**config.mk**
```make
export PLATFORM = sky130hd
export DESIGN_NAME = column_majority_consensus
export DESIGN_NICKNAME = d
export VERILOG_FILES = /design/src/hdl/cmc_pkg.sv /design/src/hdl/cmc_datapath.sv /design/src/hdl/cmc_ctrl.sv /design/src/hdl/column_majority_consensus.sv
export VERILOG_INCLUDE_DIRS = /design/src /design/src/hdl
export SDC_FILE = /design/constraint.sdc
export NUM_CORES = 1
export LEC_CHECK = 0
export BUFFER_PORTS_ARGS = -buffer_cell sky130_fd_sc_hd__buf_2
export CORE_MARGIN = 2
export CORE_UTILIZATION = 39
export CTS_CLUSTER_SIZE = 28
export DETAILED_ROUTE_END_ITERATION = 12
export PLACE_DENSITY = 0.65
export SLEW_MARGIN = 5
export SYNTH_ARGS = -nofsm -noshare
export SYNTH_HDL_FRONTEND = slang
export SYNTH_SLANG_ARGS = --single-unit
```
**constraint.sdc**
```tcl
create_clock -name clk -period 7.3 [get_ports clk]
set_clock_uncertainty 0.05 [all_clocks]
set_input_delay 0.365 -clock clk [delete_from_list [all_inputs] [get_ports clk]]
set_output_delay 0.365 -clock clk [all_outputs]
set_load 0.03 [all_outputs]
```
**src/hdl/column_majority_consensus_defines.svh**
```systemverilog
// assertion helpers used by cmc_ctrl, the only asserting module
`ifndef COLUMN_MAJORITY_CONSENSUS_DEFINES_SVH
`define COLUMN_MAJORITY_CONSENSUS_DEFINES_SVH

// same-cycle implication
`define CMC_ASSERT_NOW(label, ante, cons) \
  label: assert property (@(posedge clk) disable iff (!rst_n) (ante) |-> (cons)) \
    else $error("cmc assertion failed");

// next-cycle implication
`define CMC_ASSERT_NEXT(label, ante, cons) \
  label: assert property (@(posedge clk) disable iff (!rst_n) (ante) |=> (cons)) \
    else $error("cmc assertion failed");

`endif

```
**src/hdl/cmc_pkg.sv**
```systemverilog
package cmc_pkg;

  localparam int COUNT_WIDTH   = 16;
  localparam int FRACTION_BITS = 16;
  localparam int FRAC_W        = FRACTION_BITS + 1;
  localparam int REM_W         = COUNT_WIDTH + 1;
  localparam int DIV_STEPS     = FRAC_W;
  localparam int STEP_W        = $clog2(DIV_STEPS);
  localparam int CFG_IDX_W     = 2;
  localparam int CFG_DATA_W    = 17;

  localparam logic [COUNT_WIDTH-1:0] COUNT_MAX = '1;

  // register indexes
  localparam logic [CFG_IDX_W-1:0] REG_GAP_SYMBOL       = 2'd0;
  localparam logic [CFG_IDX_W-1:0] REG_AMBIGUOUS_SYMBOL = 2'd1;
  localparam logic [CFG_IDX_W-1:0] REG_MIN_COVERAGE     = 2'd2;
  localparam logic [CFG_IDX_W-1:0] REG_MIN_FRACTION     = 2'd3;

  localparam logic [7:0]  GAP_RESET       = 8'd45;
  localparam logic [7:0]  AMBIGUOUS_RESET = 8'd78;
  localparam logic [15:0] MIN_COV_RESET   = 16'd1;
  localparam logic [16:0] MIN_FRAC_RESET  = 17'd0;

  // call status codes
  localparam logic [2:0] STATUS_CALLED       = 3'd0;
  localparam logic [2:0] STATUS_NO_COVERAGE  = 3'd1;
  localparam logic [2:0] STATUS_LOW_COVERAGE = 3'd2;
  localparam logic [2:0] STATUS_LOW_FRACTION = 3'd3;
  localparam logic [2:0] STATUS_TIE          = 3'd4;

  typedef struct packed {
    logic [7:0] symbol;
    logic       last_in_column;
  } in_item_t;

  typedef struct packed {
    logic [7:0]  called_symbol;
    logic [15:0] depth;
    logic [16:0] top_share;
    logic [2:0]  call_status;
  } out_item_t;

  typedef struct packed {
    logic count_en;
    logic pick_en;
    logic div_step;
    logic emit;
  } cmc_cmd_t;

  typedef struct packed {
    logic div_last;
  } cmc_sts_t;

  function automatic logic base_hit(input logic [7:0] s);
    case (s)
      8'h41, 8'h61, 8'h43, 8'h63, 8'h47, 8'h67, 8'h54, 8'h74: base_hit = 1'b1;
      default: base_hit = 1'b0;
    endcase
  endfunction

  function automatic logic [1:0] base_slot(input logic [7:0] s);
    case (s)
      8'h41, 8'h61: base_slot = 2'd0;
      8'h43, 8'h63: base_slot = 2'd1;
      8'h47, 8'h67: base_slot = 2'd2;
      8'h54, 8'h74: base_slot = 2'd3;
      default:      base_slot = 2'd0;
    endcase
  endfunction

  function automatic logic [7:0] base_letter(input logic [1:0] k);
    case (k)
      2'd0:    base_letter = 8'h41;
      2'd1:    base_letter = 8'h43;
      2'd2:    base_letter = 8'h47;
      2'd3:    base_letter = 8'h54;
      default: base_letter = 8'h41;
    endcase
  endfunction

endpackage

```
**src/hdl/cmc_datapath.sv**
```systemverilog
module cmc_datapath (
  input  logic                          clk,
  input  logic                          rst_n,
  input  cmc_pkg::cmc_cmd_t             cmd,
  output cmc_pkg::cmc_sts_t             sts,
  input  cmc_pkg::in_item_t             in_item,
  input  logic                          cfg_we,
  input  logic [cmc_pkg::CFG_IDX_W-1:0] cfg_index,
  input  logic [cmc_pkg::CFG_DATA_W-1:0] cfg_wdata,
  output cmc_pkg::out_item_t            out_item
);

  logic [7:0]                       gap_r;
  logic [7:0]                       ambig_r;
  logic [15:0]                      min_cov_r;
  logic [16:0]                      min_frac_r;

  logic [cmc_pkg::COUNT_WIDTH-1:0]  cnt_r [4];
  logic [cmc_pkg::COUNT_WIDTH-1:0]  depth_r;
  logic [1:0]                       best_k_r;
  logic                             tie_r;
  logic [cmc_pkg::REM_W-1:0]        rem_r;
  logic [cmc_pkg::FRAC_W-1:0]       quo_r;
  logic [cmc_pkg::STEP_W-1:0]       step_r;
  cmc_pkg::out_item_t               out_r;

  logic                             hit;
  logic [1:0]                       slot;
  logic [cmc_pkg::COUNT_WIDTH-1:0]  best_nxt;
  logic [1:0]                       best_k_nxt;
  logic                             tie_nxt;
  logic                             q_bit;
  logic [cmc_pkg::REM_W-1:0]        rem_sub;
  logic [cmc_pkg::REM_W-1:0]        depth_ext;
  cmc_pkg::out_item_t               out_nxt;

  // configuration registers
  always_ff @(posedge clk) begin
    if (!rst_n) begin
      gap_r      <= cmc_pkg::GAP_RESET;
      ambig_r    <= cmc_pkg::AMBIGUOUS_RESET;
      min_cov_r  <= cmc_pkg::MIN_COV_RESET;
      min_frac_r <= cmc_pkg::MIN_FRAC_RESET;
    end else if (cfg_we) begin
      case (cfg_index)
        cmc_pkg::REG_GAP_SYMBOL:       gap_r      <= cfg_wdata[7:0];
        cmc_pkg::REG_AMBIGUOUS_SYMBOL: ambig_r    <= cfg_wdata[7:0];
        cmc_pkg::REG_MIN_COVERAGE:     min_cov_r  <= cfg_wdata[15:0];
        cmc_pkg::REG_MIN_FRACTION:     min_frac_r <= cfg_wdata[16:0];
        default: ;
      endcase
    end
  end

  // gap test first, so a gap equal to a letter never counts
  assign hit  = (in_item.symbol != gap_r) && cmc_pkg::base_hit(in_item.symbol);
  assign slot = cmc_pkg::base_slot(in_item.symbol);

  always_ff @(posedge clk) begin
    if (!rst_n) begin
      for (int k = 0; k < 4; k++) cnt_r[k] <= '0;
      depth_r <= '0;
    end else if (cmd.emit) begin
      for (int k = 0; k < 4; k++) cnt_r[k] <= '0;
      depth_r <= '0;
    end else if (cmd.count_en && hit) begin
      if (cnt_r[slot] != cmc_pkg::COUNT_MAX) cnt_r[slot] <= cnt_r[slot] + 1'b1;
      if (depth_r != cmc_pkg::COUNT_MAX) depth_r <= depth_r + 1'b1;
    end
  end

  // first maximum wins, any other equal count is a tie
  always_comb begin
    best_nxt   = cnt_r[0];
    best_k_nxt = 2'd0;
    tie_nxt    = 1'b0;
    for (int k = 1; k < 4; k++) begin
      if (cnt_r[k] > best_nxt) begin
        best_nxt   = cnt_r[k];
        best_k_nxt = 2'(k);
      end
    end
    for (int k = 0; k < 4; k++) begin
      if ((2'(k) != best_k_nxt) && (cnt_r[k] == best_nxt)) tie_nxt = 1'b1;
    end
  end

  // restoring divide, one quotient bit a cycle; best <= depth keeps it to 17 bits
  assign depth_ext = {1'b0, depth_r};
  assign q_bit     = rem_r >= depth_ext;
  assign rem_sub   = q_bit ? (rem_r - depth_ext) : rem_r;

  always_ff @(posedge clk) begin
    if (cmd.pick_en) begin
      best_k_r <= best_k_nxt;
      tie_r    <= tie_nxt;
      rem_r    <= {1'b0, best_nxt};
      quo_r    <= '0;
    end else if (cmd.div_step) begin
      rem_r <= {rem_sub[cmc_pkg::REM_W-2:0], 1'b0};
      quo_r <= {quo_r[cmc_pkg::FRAC_W-2:0], q_bit};
    end
  end

  always_ff @(posedge clk) begin
    if (!rst_n) begin
      step_r <= '0;
    end else if (cmd.pick_en) begin
      step_r <= '0;
    end else if (cmd.div_step) begin
      step_r <= step_r + 1'b1;
    end
  end

  assign sts.div_last = (step_r == cmc_pkg::STEP_W'(cmc_pkg::DIV_STEPS - 1));

  // floor(best*2^f/depth) < thr holds exactly when best*2^f < thr*depth
  always_comb begin
    out_nxt.depth         = depth_r;
    out_nxt.called_symbol = ambig_r;
    out_nxt.top_share     = quo_r;
    if (depth_r == '0) begin
      out_nxt.top_share   = '0;
      out_nxt.call_status = cmc_pkg::STATUS_NO_COVERAGE;
    end else if (depth_r < min_cov_r) begin
      out_nxt.call_status = cmc_pkg::STATUS_LOW_COVERAGE;
    end else if (quo_r < min_frac_r) begin
      out_nxt.call_status = cmc_pkg::STATUS_LOW_FRACTION;
    end else if (tie_r) begin
      out_nxt.call_status = cmc_pkg::STATUS_TIE;
    end else begin
      out_nxt.call_status   = cmc_pkg::STATUS_CALLED;
      out_nxt.called_symbol = cmc_pkg::base_letter(best_k_r);
    end
  end

  always_ff @(posedge clk) begin
    if (cmd.emit) out_r <= out_nxt;
  end

  assign out_item = out_r;

endmodule

```
**src/hdl/cmc_ctrl.sv**
```systemverilog
`include "column_majority_consensus_defines.svh"

module cmc_ctrl (
  input  logic               clk,
  input  logic               rst_n,
  input  logic               in_valid,
  input  logic               in_last,
  output logic               in_stall,
  output logic               out_valid,
  input  logic               out_stall,
  input  cmc_pkg::cmc_sts_t  sts,
  output cmc_pkg::cmc_cmd_t  cmd
);

  typedef enum logic [3:0] {
    ST_COUNT = 4'b0001,
    ST_PICK  = 4'b0010,
    ST_DIV   = 4'b0100,
    ST_EMIT  = 4'b1000
  } state_t;

  state_t state_r, state_nxt;
  logic   out_valid_r, out_valid_nxt;
  logic   accept;
  logic   slot_free;

  assign in_stall  = (state_r != ST_COUNT);
  assign accept    = in_valid && !in_stall;
  assign slot_free = !out_valid_r || !out_stall;

  always_comb begin
    state_nxt    = state_r;
    cmd.count_en = 1'b0;
    cmd.pick_en  = 1'b0;
    cmd.div_step = 1'b0;
    cmd.emit     = 1'b0;
    case (state_r)
      ST_COUNT: begin
        cmd.count_en = accept;
        if (accept && in_last) state_nxt = ST_PICK;
      end
      ST_PICK: begin
        cmd.pick_en = 1'b1;
        state_nxt   = ST_DIV;
      end
      ST_DIV: begin
        cmd.div_step = 1'b1;
        if (sts.div_last) state_nxt = ST_EMIT;
      end
      ST_EMIT: begin
        // wait until the output register can take the result
        if (slot_free) begin
          cmd.emit  = 1'b1;
          state_nxt = ST_COUNT;
        end
      end
      default: state_nxt = ST_COUNT;
    endcase
  end

  always_comb begin
    out_valid_nxt = out_valid_r;
    if (cmd.emit) out_valid_nxt = 1'b1;
    else if (!out_stall) out_valid_nxt = 1'b0;
  end

  always_ff @(posedge clk) begin
    if (!rst_n) begin
      state_r     <= ST_COUNT;
      out_valid_r <= 1'b0;
    end else begin
      state_r     <= state_nxt;
      out_valid_r <= out_valid_nxt;
    end
  end

  assign out_valid = out_valid_r;

  `CMC_ASSERT_NEXT(a_emit_shows, cmd.emit, out_valid_r)
  `CMC_ASSERT_NOW(a_no_overwrite, cmd.emit, !out_valid_r || !out_stall)
  `CMC_ASSERT_NEXT(a_column_end_stalls, accept && in_last, in_stall)
  `CMC_ASSERT_NEXT(a_div_to_emit, (state_r == ST_DIV) && sts.div_last, state_r == ST_EMIT)

endmodule

```
**src/hdl/column_majority_consensus.sv**
```systemverilog
// column majority consensus
// in channel: in_valid / in_stall with in_item (symbol, last_in_column), one
// symbol of one aligned sequence per item. cfg channel: cfg_valid / cfg_ready
// with cfg_index and cfg_wdata; cfg_ready is always high and the user writes
// only while idle, which the block does not enforce; items inside a column are
// taken one per cycle into the A/C/G/T counters; the item carrying last_in_column
// starts the call: the PICK state takes the top count, then in the DIV state a
// restoring divider makes one quotient bit a cycle, and the EMIT state loads the
// output register; out_valid rises with that load, and in_stall stays high from
// the column end through the PICK, DIV and EMIT states
// the output register lets the next column count while a result waits; if the
// receiver still stalls the previous result, the call waits and in_stall holds
// a stalled result stays on out_item unchanged
// reset (rst_n low at a clock edge) clears the counters and output valid and
// loads the register defaults: gap '-', ambiguous 'N', min coverage 1,
// min fraction 0
module column_majority_consensus (
  input  logic                           clk,
  input  logic                           rst_n,
  input  logic                           in_valid,
  output logic                           in_stall,
  input  cmc_pkg::in_item_t              in_item,
  output logic                           out_valid,
  input  logic                           out_stall,
  output cmc_pkg::out_item_t             out_item,
  input  logic                           cfg_valid,
  output logic                           cfg_ready,
  input  logic [cmc_pkg::CFG_IDX_W-1:0]  cfg_index,
  input  logic [cmc_pkg::CFG_DATA_W-1:0] cfg_wdata
);

  cmc_pkg::cmc_cmd_t cmd;
  cmc_pkg::cmc_sts_t sts;

  assign cfg_ready = 1'b1;

  cmc_ctrl u_ctrl (
    .clk       (clk),
    .rst_n     (rst_n),
    .in_valid  (in_valid),
    .in_last   (in_item.last_in_column),
    .in_stall  (in_stall),
    .out_valid (out_valid),
    .out_stall (out_stall),
    .sts       (sts),
    .cmd       (cmd)
  );

  cmc_datapath u_dp (
    .clk       (clk),
    .rst_n     (rst_n),
    .cmd       (cmd),
    .sts       (sts),
    .in_item   (in_item),
    .cfg_we    (cfg_valid && cfg_ready),
    .cfg_index (cfg_index),
    .cfg_wdata (cfg_wdata),
    .out_item  (out_item)
  );

endmodule
```
== Yosys cells after proc, flatten, opt, wreduce, memory -nomap -nowiden ==
Memory sizes are Yosys's and may differ from the RTL's.
Cells that the tools add are included.
Storage, ports and cells
  bits in read-only memories: 0
  bits of input ports: 33
  memories: 1
  memory bits (writable): 64
  flip-flop bits (word level): 156
  output and inout port bits: 47
  logic and storage cells: 147
  bits in latches: 0
Cells by class
  eq/ne operators: 34
  add/sub/neg operators: 4
  multipliers: 0
  reduce and logical (&&, ||, !) cells: 32
  mux-type cells: 47
  bitwise operators: 5
  magnitude comparators: 6
  shift operators: 0
  div/mod/pow operators: 0
Memory list
  u_dp.cnt_r: depth 4, width 16, rd ports 5, clocked after memory_dff 0, write ports 4, RTL line cmc_datapath.sv:18  | logic [cmc_pkg::COUNT_WIDTH-1:0] cnt_r [4];
Operator list (count)
  16-bit 2-to-1 mux: 11
  16-bit equality test: 4
  8-bit by 7-bit equality test with 1-bit output, second input constant: 8
  16-bit greater-than comparator: 3
  16-bit by 1-bit adder with 16-bit output, second input constant: 2
  8-bit 2-to-1 mux: 4
  16-bit inequality test, second input constant: 2
  8-bit case mux with 4 select lines: 1
  1-bit 2-to-1 mux: 20
  17-bit by 16-bit >= comparator with 1-bit output: 1
  17-bit less-than comparator: 1
  16-bit zero test: 1
  16-bit less-than comparator: 1
  4-bit case mux with 4 select lines: 1
  16-bit OR reduction: 1
  16-bit subtractor: 1
  4-bit 2-to-1 mux: 3
  2-bit 2-to-1 mux: 5
  2-bit AND reduction: 5
  2-bit OR reduction: 5
  2-bit equality test, second input constant: 4
  1-bit logical AND: 8
  8-bit inequality test: 1
  8-bit OR reduction: 1
  other kinds (22): 34

== Logic depth before layout (Yosys ltp) ==
Gate-level depths: netlist of the first run.
An unclocked memory read counts as a cell.
  word-level depth: 12
  gate-level depth with buffers: 35

== By module ==
Synthesis of the first run repeated with hierarchy kept, for this count alone.
Unflattened totals
  cell total of the unflattened synthesis: 1505
  area total of the unflattened synthesis: 13962.1 µm²
Modules (own cells, without submodules)
  cmc_datapath: cells an instance 1472, seq. area each 5575.3 µm², times used 1, area an instance 13684.4 µm²
  cmc_ctrl: cells an instance 31, seq. area each 100.1 µm², times used 1, area an instance 266.5 µm²
  column_majority_consensus: cells an instance 2, seq. area each 0.0 µm², times used 1, area an instance 11.3 µm²

== Worst setup path after synthesis of the first run ==
OpenSTA, ideal clock, no wires.
  path type: register to register
  start point: mem u_dp.cnt_r[1][13] in the netlist's numbering
  end point: reg u_dp.tie_r, data pin
  cell stages (with the launch flop): 30
  setup slack: 0.156 ns
  data required time: 6.982 ns
  setup time: 0.268 ns
  arrival: 6.826 ns
  path buffers: 7
  cells stage by stage: edfxtp_1 > ha_1 > a21oi_1 > o21ai_1 > or3_1 > or3_1 > buf_2 > nand2_2 > buf_6 > mux2i_1 > ha_1 > a211oi_1 > nor2_1 > o31ai_1 > a22oi_1 > o211ai_1 > buf_4 > mux2_2 > ha_1 > or4_1 > a221oi_1 > o21ai_0 > a311o_1 > and2_1 > clkbuf_1 > buf_1 > clkbuf_1 > clkbuf_1 > o2111ai_1 > nand4_1
RTL lines
  from (decl): RTL line cmc_datapath.sv:18
  to (signal assigned): RTL line cmc_datapath.sv:96  | tie_r <= tie_nxt;
  to (decl): RTL line cmc_datapath.sv:21  | logic tie_r;

==> summary.txt, run 1 <==
Run status
  – Status: completed

Floorplan
  – Chip height: 193 um
  – Core Region: around 35000 sq um
  – DIE WIDTH: roughly 190 um
  – Initial Util: 39.4%
  – Io pins: 80
  – FP Rows: slightly below 70
  – Die area: between 30000 and 40000 sq um

Final layout
  – P&R area growth vs syn: 16.9%
  – Antenna cell count: 0
  – Fin util: 46.0%
  – Multi-input logic area: approximately 7700 sq um
  – Sequential Area: roughly 5700 sq um
  – Fraction of layout cells with a size suffix above 1: approximately 17%
  – Final Non-Filler Cells: between 2000 and 2500
  – Filler instances: ~3400
  – Nets: approximately 1700

CTS
  – CTS tree: done
  – Clk buf depth: 3
  – Clock tree sinks: 220
  – Clk Latency, worst-skew pair: between 0.5 and 0.6 ns
  – Reg clk slew, reported paths: 0.07 ns
  – Hold-fix buffers at CTS: 0
  – Clock root cell: clkbuf_16
  – H-tree Lvls: 1
  – Num CTS Buffers: 25

Timing
  – Final min period: around 7 ns
  – Transition time of the tightest slew-check pin: around 1.0 ns
  – Final Hold Viols: 0
  – FMAX: ~140 MHz
  – Ratio of final minimum period to clock period: 97.2%
  – WHS: around 0.034 ns
  – Max-slew headroom: a little under a third
  – Final Max Tran Viols: 0
  – Sum Neg Setup Slack: 0 ns
  – Final setup violation count: 0

Synth
  – Sequential share of the synthesized area: 40.7%
  – Synth top area cells: edfxtp_1 (27%), dfxtp_1 (13%), ha_1 (9.2%)
  – Ys async rst share: 0%
  – Mapped Area: about 14000 sq um
  – Most frequent cell after synthesis: nand2_1
  – EDFF count, synth: 127
  – Top cell type's share of synthesized area: between 20% and 30%
  – Netlist cell types: 90
  – Ys Warns: 0
  – Syn_area_per_cell: 9.50 sq um
  – Post-Synthesis Cells: roughly 1500
  – Top cell type by total area after synthesis: edfxtp_1
  – Seq cells post-synth: 220
  – Ys flop type: edfxtp_1
  – Mapped Nets: ~1600
  – Most frequent cells after synthesis: nand2_1 (149), nor2_1 (135), edfxtp_1 (127), inv_1 (111), ha_1 (102)

Worst hold path
  – Worst min path class: in -> reg
  – Hold Path Stages: 3
  – Hold path start: cfg_wdata[16]

Global route
  – Vias in the first global route: approximately 11000
  – First-pass GRT wire length: between 60000 and 70000 um
  – Largest net degree at the start of global routing: a little under 60
  – Gr usage total: 22.3%
  – GRT overflow: 0
  – Antenna violations before repair: 0

Setup path
  – CP peak stage delay: roughly 0.5 ns
  – Critical Path RT: between 7 and 8 ns
  – Max Fanout on Critical Path: 19
  – Reg2Reg Launch Point: u_dp.cnt_r[0][3]$_SDFFCE_PN0P_
  – Reg2Reg Setup Slack: just over 0.2 ns
  – Arrival time worst endpoint: 7.33 ns
  – Worst Setup EP: u_dp.tie_r$_SDFFCE_PP1P_
  – Critical setup path kind: reg -> reg
  – CP startpoint kind: register
  – R2R depth: 31
  – Critical Path End Type: register
  – Critical-path top delay cell: edfxtp_1
  – Critical R2R Capture: u_dp.tie_r$_SDFFCE_PP1P_
  – CP Launch Point: u_dp.cnt_r[0][3]$_SDFFCE_PN0P_

Placed design
  – Placed cell count: roughly 2000
  – Dpl hpwl: ~32000 um
  – Port bufs: between 70 and 80
  – Routability cong.: approximately 1.0

Detailed routing
  – Initial drt markers: 880
  – Routed vias/inst: 5.59
  – Routed length per instance: 20.3 um
  – Total Wirelength: around 42000 um
  – DRC: 0
  – Detail Route Antenna Nets: 0
  – Vias: 11600
  – Drt pass-1 iters: 5

Run
  – Max cap viols: 0

Power
  – Sw Ratio: roughly a third
  – Pwr Total: 4.17 mW
  – Flop pwr share: roughly 36%
  – Peak VDD IR: roughly 0.19 mV
  – Leakage: about 6.5 nW
  – Clock power frac: about a third
  – Logic pwr share: roughly 32%
  – Sw Pwr: 1.38 mW
  – Power Density: 256 nW/um^2
  – P_int: about 2.8 mW
[timing repair]
item                       CTS  global route
setup endpoints to repair    2            15
buffers inserted             7            10
gates resized for setup      3            30
pin swaps                    1            10
cloned                       0             1
[state kept, by name, indices dropped and copies added, names as in the netlist]
name,count
u_dp.cnt_r,64
u_dp.out_item,44
u_dp.min_frac_r,17
u_dp.quo_r,17
u_dp.rem_r,17
u_dp.depth_r,16
u_dp.min_cov_r,16
u_dp.ambig_r,8
u_dp.gap_r,8
u_dp.step_r,5
u_ctrl.state_r,4
u_dp.best_k_r,2
u_ctrl.out_valid,1
u_dp.tie_r,1
[worst min-delay path by stage]
stage                                                   to  slack [ns]
final                     u_dp.min_frac_r[16]$_SDFFE_PN0P_        0.03
after global routing        u_dp.min_cov_r[9]$_SDFFE_PN0P_        0.04
after CTS                 u_dp.min_frac_r[16]$_SDFFE_PN0P_        0.02
after detailed placement   u_dp.min_cov_r[15]$_SDFFE_PN0P_        0.41
after global placement         u_dp.rem_r[16]$_SDFFE_PP0P_        0.39
after floorplan                u_dp.rem_r[16]$_SDFFE_PP0P_        0.38
[layer usage]
metal | share of wire, % | global-route usage [%] | wire, um
met1 | 43 | 29.5 | 18200
met2 | 46 | 36.9 | 19500
met3 | 6.3 | 3.38 | 2640
met4 | 4.1 | 8.30 | 1720
met5 | 0 | 0 | 0
[stage by stage]
stage	setup WS, ns	area (sq um)
floorplan	0.156	13900
CTS	0.0152	16100
global route	-0.0406	16300
detailed placement	-0.255	15100
global placement	-0.0538	15100
finish	0.205	16300
[power by group through the flow]
stage,registers [mW],clock network [mW],logic (mW)
after CTS,1.51,1.36,1.27
after global placement,1.53,0,1.24
after global routing,1.52,1.40,1.45
after detailed placement,1.53,0,1.24
final,1.51,1.33,1.33
after floorplan,1.54,0,0.818
[cell usage in the layout (no fill, tap or decap), types with 11 or more instances in the layout]
| cell | instances |
|---|---|
| nand2_1 | 148 |
| nor2_1 | 135 |
| edfxtp_1 | 127 |
| inv_1 | 109 |
| ha_1 | 100 |
| dfxtp_1 | 93 |
| buf_4 | 83 |
| buf_2 | 78 |
| xnor2_1 | 67 |
| a21oi_1 | 55 |
| xor2_1 | 53 |
| mux2i_1 | 40 |
| o21ai_0 | 37 |
| a21boi_0 | 37 |
| and2_1 | 31 |
| clkbuf_16 | 30 |
| a21o_1 | 29 |
| nand3_1 | 29 |
| nand4_1 | 26 |
| nor2b_1 | 18 |
| a22o_1 | 17 |
| nor3_1 | 16 |
| nor4_1 | 16 |
| a211oi_1 | 13 |
| mux2_2 | 12 |
| a22oi_1 | 11 |
[cell families after synthesis]
kind of cell | Yosys count | share of synthesized area [%]
compound gates | 298 | 15.2
simple gates | 487 | 17.4
xor+xnor | 120 | 7.54
flops | 220 | 40.7
fa+ha+maj | 103 | 9.30
other cells | 1 | 0.0269
buf+inv | 177 | 5.21
mux | 61 | 4.59
[worst max-delay path: cells and delay by family, from the launching register on]
| family | cells | cell delay (ns) |
|---|---|---|
| buffers and inverters | 4 | 0.72 |
| AND/OR/NAND/NOR | 8 | 1.24 |
| AO/OA/AOI/OAI | 13 | 2.42 |
| multiplexers | 3 | 1.07 |
| adder cells (fa/ha/maj) | 3 | 0.83 |
| flip-flops | 1 | 0.50 |
[final cells by class]
type / count / share of cell area [%]
clock buffers: 37 / 4.77
well taps: 461 / 3.54
multi-input cells: 1071 / 47.3
repair buffers: 162 / 6.35
clock inverters: 9 / 0.630
flip-flops and latches: 220 / 34.8
inverters: 113 / 2.60
(Power assumes the default switching activity.)
==> run 2: changes to the inputs <==
--- a/config.mk
+++ b/config.mk
@@ -6,12 +6,13 @@
 export SDC_FILE = /design/constraint.sdc
 export NUM_CORES = 1
 export LEC_CHECK = 0
-export BUFFER_PORTS_ARGS = -buffer_cell sky130_fd_sc_hd__buf_2
+export ABC_AREA = 1
 export CORE_MARGIN = 2
 export CORE_UTILIZATION = 39
 export CTS_CLUSTER_SIZE = 28
 export DETAILED_ROUTE_END_ITERATION = 12
-export PLACE_DENSITY = 0.65
+export DONT_BUFFER_PORTS = 1
+export PLACE_DENSITY = 0.63
 export SLEW_MARGIN = 5
 export SYNTH_ARGS = -nofsm -noshare
 export SYNTH_HDL_FRONTEND = slang
==> run 2 against run 1 <==
Against the previous run: power grew 6.2%; combinational power grew 17%; utilization shrank 1.9 points; hold slack lost 0.019 ns; setup slack gained 0.36 ns; fmax grew 5.4%; register-to-register slack gained 0.36 ns; final area shrank 6.2%; largest cell class unchanged; highest routed layer unchanged.
==> summary.txt, run 2 <==
Synth
  – Mapped Area: 13700 sq um (was 13900 sq um)
  – EDFF count, synth: 127 (unchanged)
  – Top cell type by total area after synthesis: edfxtp_1 (unchanged)
  – Netlist cell types: 60 (was 90)
  – Mapped Nets: 1875 (was 1603)
  – Sequential share of the synthesized area: 41.3% (was 40.7%)
  – Syn_area_per_cell: 7.90 sq um (was 9.50 sq um)
  – Post-Synthesis Cells: 1739 (was 1467)
  – Ys async rst share: 0% (unchanged)
  – Ys flop type: edfxtp_1 (unchanged)
  – Synth top area cells: edfxtp_1 (28%), dfxtp_1 (14%), ha_1 (9.3%) (was edfxtp_1 (27%), dfxtp_1 (13%), ha_1 (9.2%))
  – Ys Warns: 0 (unchanged)
  – Top cell type's share of synthesized area: 27.8% (was 27.4%)
  – Most frequent cell after synthesis: nand2_1 (unchanged)
  – Seq cells post-synth: 220 (unchanged)
  – Most frequent cells after synthesis: nand2_1 (331), inv_1 (226), nand3_1 (203), nor2_1 (185), edfxtp_1 (127) (was nand2_1 (149), nor2_1 (135), edfxtp_1 (127), inv_1 (111), ha_1 (102))

Setup path
  – Reg2Reg Launch Point: u_dp.cnt_r[0][11]$_SDFFCE_PN0P_ (was u_dp.cnt_r[0][3]$_SDFFCE_PN0P_)
  – Critical Path End Type: register (unchanged)
  – Max Fanout on Critical Path: 63 (was 19)
  – CP most frequent cell: nand2_1
  – CP startpoint kind: register (unchanged)
  – Kind of cell adding the most delay to the critical path: simple AND/OR/NAND/NOR gates (was compound AO/OA/AOI/OAI gates)
  – Critical Path RT: 7.68 ns (was 7.54 ns)
  – Reg2Reg Setup Slack: 0.57 ns (was 0.20 ns)
  – Critical R2R Capture: u_dp.tie_r$_SDFFCE_PP1P_ (unchanged)
  – Critical-path top delay cell: o21ai_0 (was edfxtp_1)
  – CP peak stage delay: 0.48 ns (was 0.50 ns)
  – Critical setup path kind: reg -> reg (unchanged)
  – WP buf/inv: 6 (was 4)
  – R2R depth: 36 (was 31)
  – Arrival time worst endpoint: 7.11 ns (was 7.33 ns)

Detailed routing
  – Initial drt markers: 950 (was 880)
  – Vias: 12100 (was 11600)
  – Drt pass-1 iters: 5 (unchanged)
  – Routed vias/inst: 5.43 (was 5.59)
  – Routed length per instance: 18.0 um (was 20.3 um)
  – Total Wirelength: 40100 um (was 42100 um)
  – Detail Route Antenna Nets: 0 (unchanged)
  – DRC: 0 (unchanged)

Final layout
  – Fraction of layout cells with a size suffix above 1: 5.42% (was 16.8%)
  – Filler instances: 3390 (was 3412)
  – P&R area growth vs syn: 11.2% (was 16.9%)
  – Most frequent cells in the layout: nand2_1 (330), inv_1 (226), nand3_1 (203) (was nand2_1 (148), nor2_1 (135), edfxtp_1 (127))
  – Most common cell after layout, fill and taps aside: nand2_1 (unchanged)
  – Antenna cell count: 0 (unchanged)
  – Nets: 1887 (was 1729)
  – Biggest register: u_dp.cnt_r (unchanged)
  – Largest register FFs: 64 (unchanged)
  – Final Non-Filler Cells: 2225 (was 2073)

Timing
  – Transition time of the tightest slew-check pin: 1.12 ns (was 1.04 ns)
  – Final Max Tran Viols: 0 (unchanged)
  – Sum Neg Setup Slack: 0 ns (unchanged)
  – Ratio of final minimum period to clock period: 92.3% (was 97.2%)
  – Final setup violation count: 0 (unchanged)
  – Unrepaired setup endpoints after global routing: no
  – FMAX: 148 MHz (was 141 MHz)
  – Final WS setup: 0.565 ns (was 0.205 ns)
  – Max-slew headroom: 25.4% (was 30.7%)
  – Final min period: 6.73 ns (was 7.10 ns)
  – WHS: 0.0143 ns (was 0.0337 ns)
  – Final Hold Viols: 0 (unchanged)

Floorplan
  – FP Rows: 68 (was 69)
  – Initial Util: 39.7% (was 39.4%)
  – DIE WIDTH: 192 um (was 193 um)
  – Core Region: 34600 sq um (was 35400 sq um)
  – Chip height: 192 um (was 193 um)
  – Die area: 36700 sq um (was 37300 sq um)
  – Io pins: 80 (unchanged)

Worst hold path
  – Hold Path End: u_dp.min_frac_r[8]$_SDFFE_PN0P_ (was u_dp.min_frac_r[16]$_SDFFE_PN0P_)
  – Worst min path class: in -> reg (unchanged)
  – Hold Path Stages: 2 (was 3)
  – Hold path start: cfg_wdata[8] (was cfg_wdata[16])

Placed design
  – Dpl hpwl: 30200 um (was 31900 um)
  – Routability cong.: 0.975 (was 1.05)
  – Pre-CTS WS: 0.722 ns (was -0.255 ns)
  – Port bufs: 0 (was 78)
  – Placed cell count: 2157 (was 2009)

Power
  – Peak VDD IR: 0.170 mV (was 0.193 mV)
  – Power Density: 290 nW/um^2 (was 256 nW/um^2)
  – Leakage: 6.50 nW (was 6.47 nW)

Global route
  – Gr usage total: 21.7% (was 22.3%)
  – GRT overflow: 0 (unchanged)
  – Largest net degree at the start of global routing: 64 (was 58)
  – Vias in the first global route: 11400 (was 11100)
  – Antenna violations before repair: 0 (unchanged)
  – First-pass GRT wire length: 62400 um (was 63900 um)

CTS
  – CTS tree: done (unchanged)
  – Clk Latency, worst-skew pair: 0.55 ns (about the same)
  – Clock root cell: clkbuf_16 (unchanged)
  – Clk buf depth: 3 (unchanged)
  – Post-CTS Resized: 0 (was 3)
  – Clock tree sinks: 220 (unchanged)
  – H-tree Lvls: 1 (unchanged)
  – Num CTS Buffers: 25 (unchanged)
  – Reg clk slew, reported paths: 0.07 ns (about the same)

Run status
  – Status: completed (unchanged)

Run
  – Max cap viols: 0 (unchanged)
run 2: cell families after synthesis:
| logic type | share of synthesized area [%] |
|---|---|
| flops | 41.3 |
| fa+ha+maj | 9.44 |
| xor+xnor | 2.30 |
| simple gates | 26.3 |
| compound gates | 12.5 |
| buf+inv | 8.20 |
| other cells | 0.0273 |
run 2: cell type report:
| class | count | area (sq um) | area share (%) |
|---|---|---|---|
| Multi-Input combinational cell | 1233 | 6950 | 45.5 |
| Sequential cell | 220 | 5680 | 37.2 |
| Inverter | 237 | 892 | 5.84 |
| Clock buffer | 33 | 738 | 4.83 |
| Tap cell | 455 | 569 | 3.73 |
| Timing Repair Buffer | 34 | 345 | 2.26 |
| Clock inverter | 13 | 105 | 0.688 |
run 2: metal layers:
layer | wire length [um] | vias to the layer above | GRT usage [%]
li1 | - | 5938 | -
met1 | 18200 | 5668 | 29.9
met2 | 18300 | 399 | 35.2
met5 | 0 | - | 0
met3 | 2430 | 72 | 2.81
met4 | 1170 | 0 | 6.78
run 2: how the worst max path moves through the flow:
stage,from,cells after the start,to,slack [ns]
2_1_floorplan,u_dp.cnt_r[0][3]$_SDFFCE_PN0P_,46,u_dp.tie_r$_SDFFCE_PP1P_,1.75
3_3_place_gp,u_dp.cnt_r[0][11]$_SDFFCE_PN0P_,43,u_dp.tie_r$_SDFFCE_PP1P_,0.79
3_5_place_dp,u_dp.cnt_r[0][14]$_SDFFCE_PN0P_,40,u_dp.tie_r$_SDFFCE_PP1P_,0.72
4_1_cts,u_dp.cnt_r[0][11]$_SDFFCE_PN0P_,40,u_dp.tie_r$_SDFFCE_PP1P_,0.70
5_1_grt,u_dp.cnt_r[0][3]$_SDFFCE_PN0P_,49,u_dp.tie_r$_SDFFCE_PP1P_,0.02
6_report,u_dp.cnt_r[0][11]$_SDFFCE_PN0P_,36,u_dp.tie_r$_SDFFCE_PP1P_,0.57
run 2: where the power goes:
part / switching [mW] / internal [mW]
Combinational: 1.06 / 0.502
Clock: 0.528 / 0.749
Sequential: 0.136 / 1.46
Total: 1.73 / 2.71
run 2: repair_timing:
action,4_1_cts,5_1_grt
setup buffers,0,0
endpoints found under the hold margin,52,0
hold buffers,22,0
run 2: per-stage QoR:
step	util (%)	power, mW	cell area (sq um)
floorplan	-	2.69	13700
global placement	41.0	3.12	14200
detailed placement	41.0	3.13	14200
CTS	44.1	4.43	15300
global route	44.1	4.71	15300
finish	44.1	4.43	15300
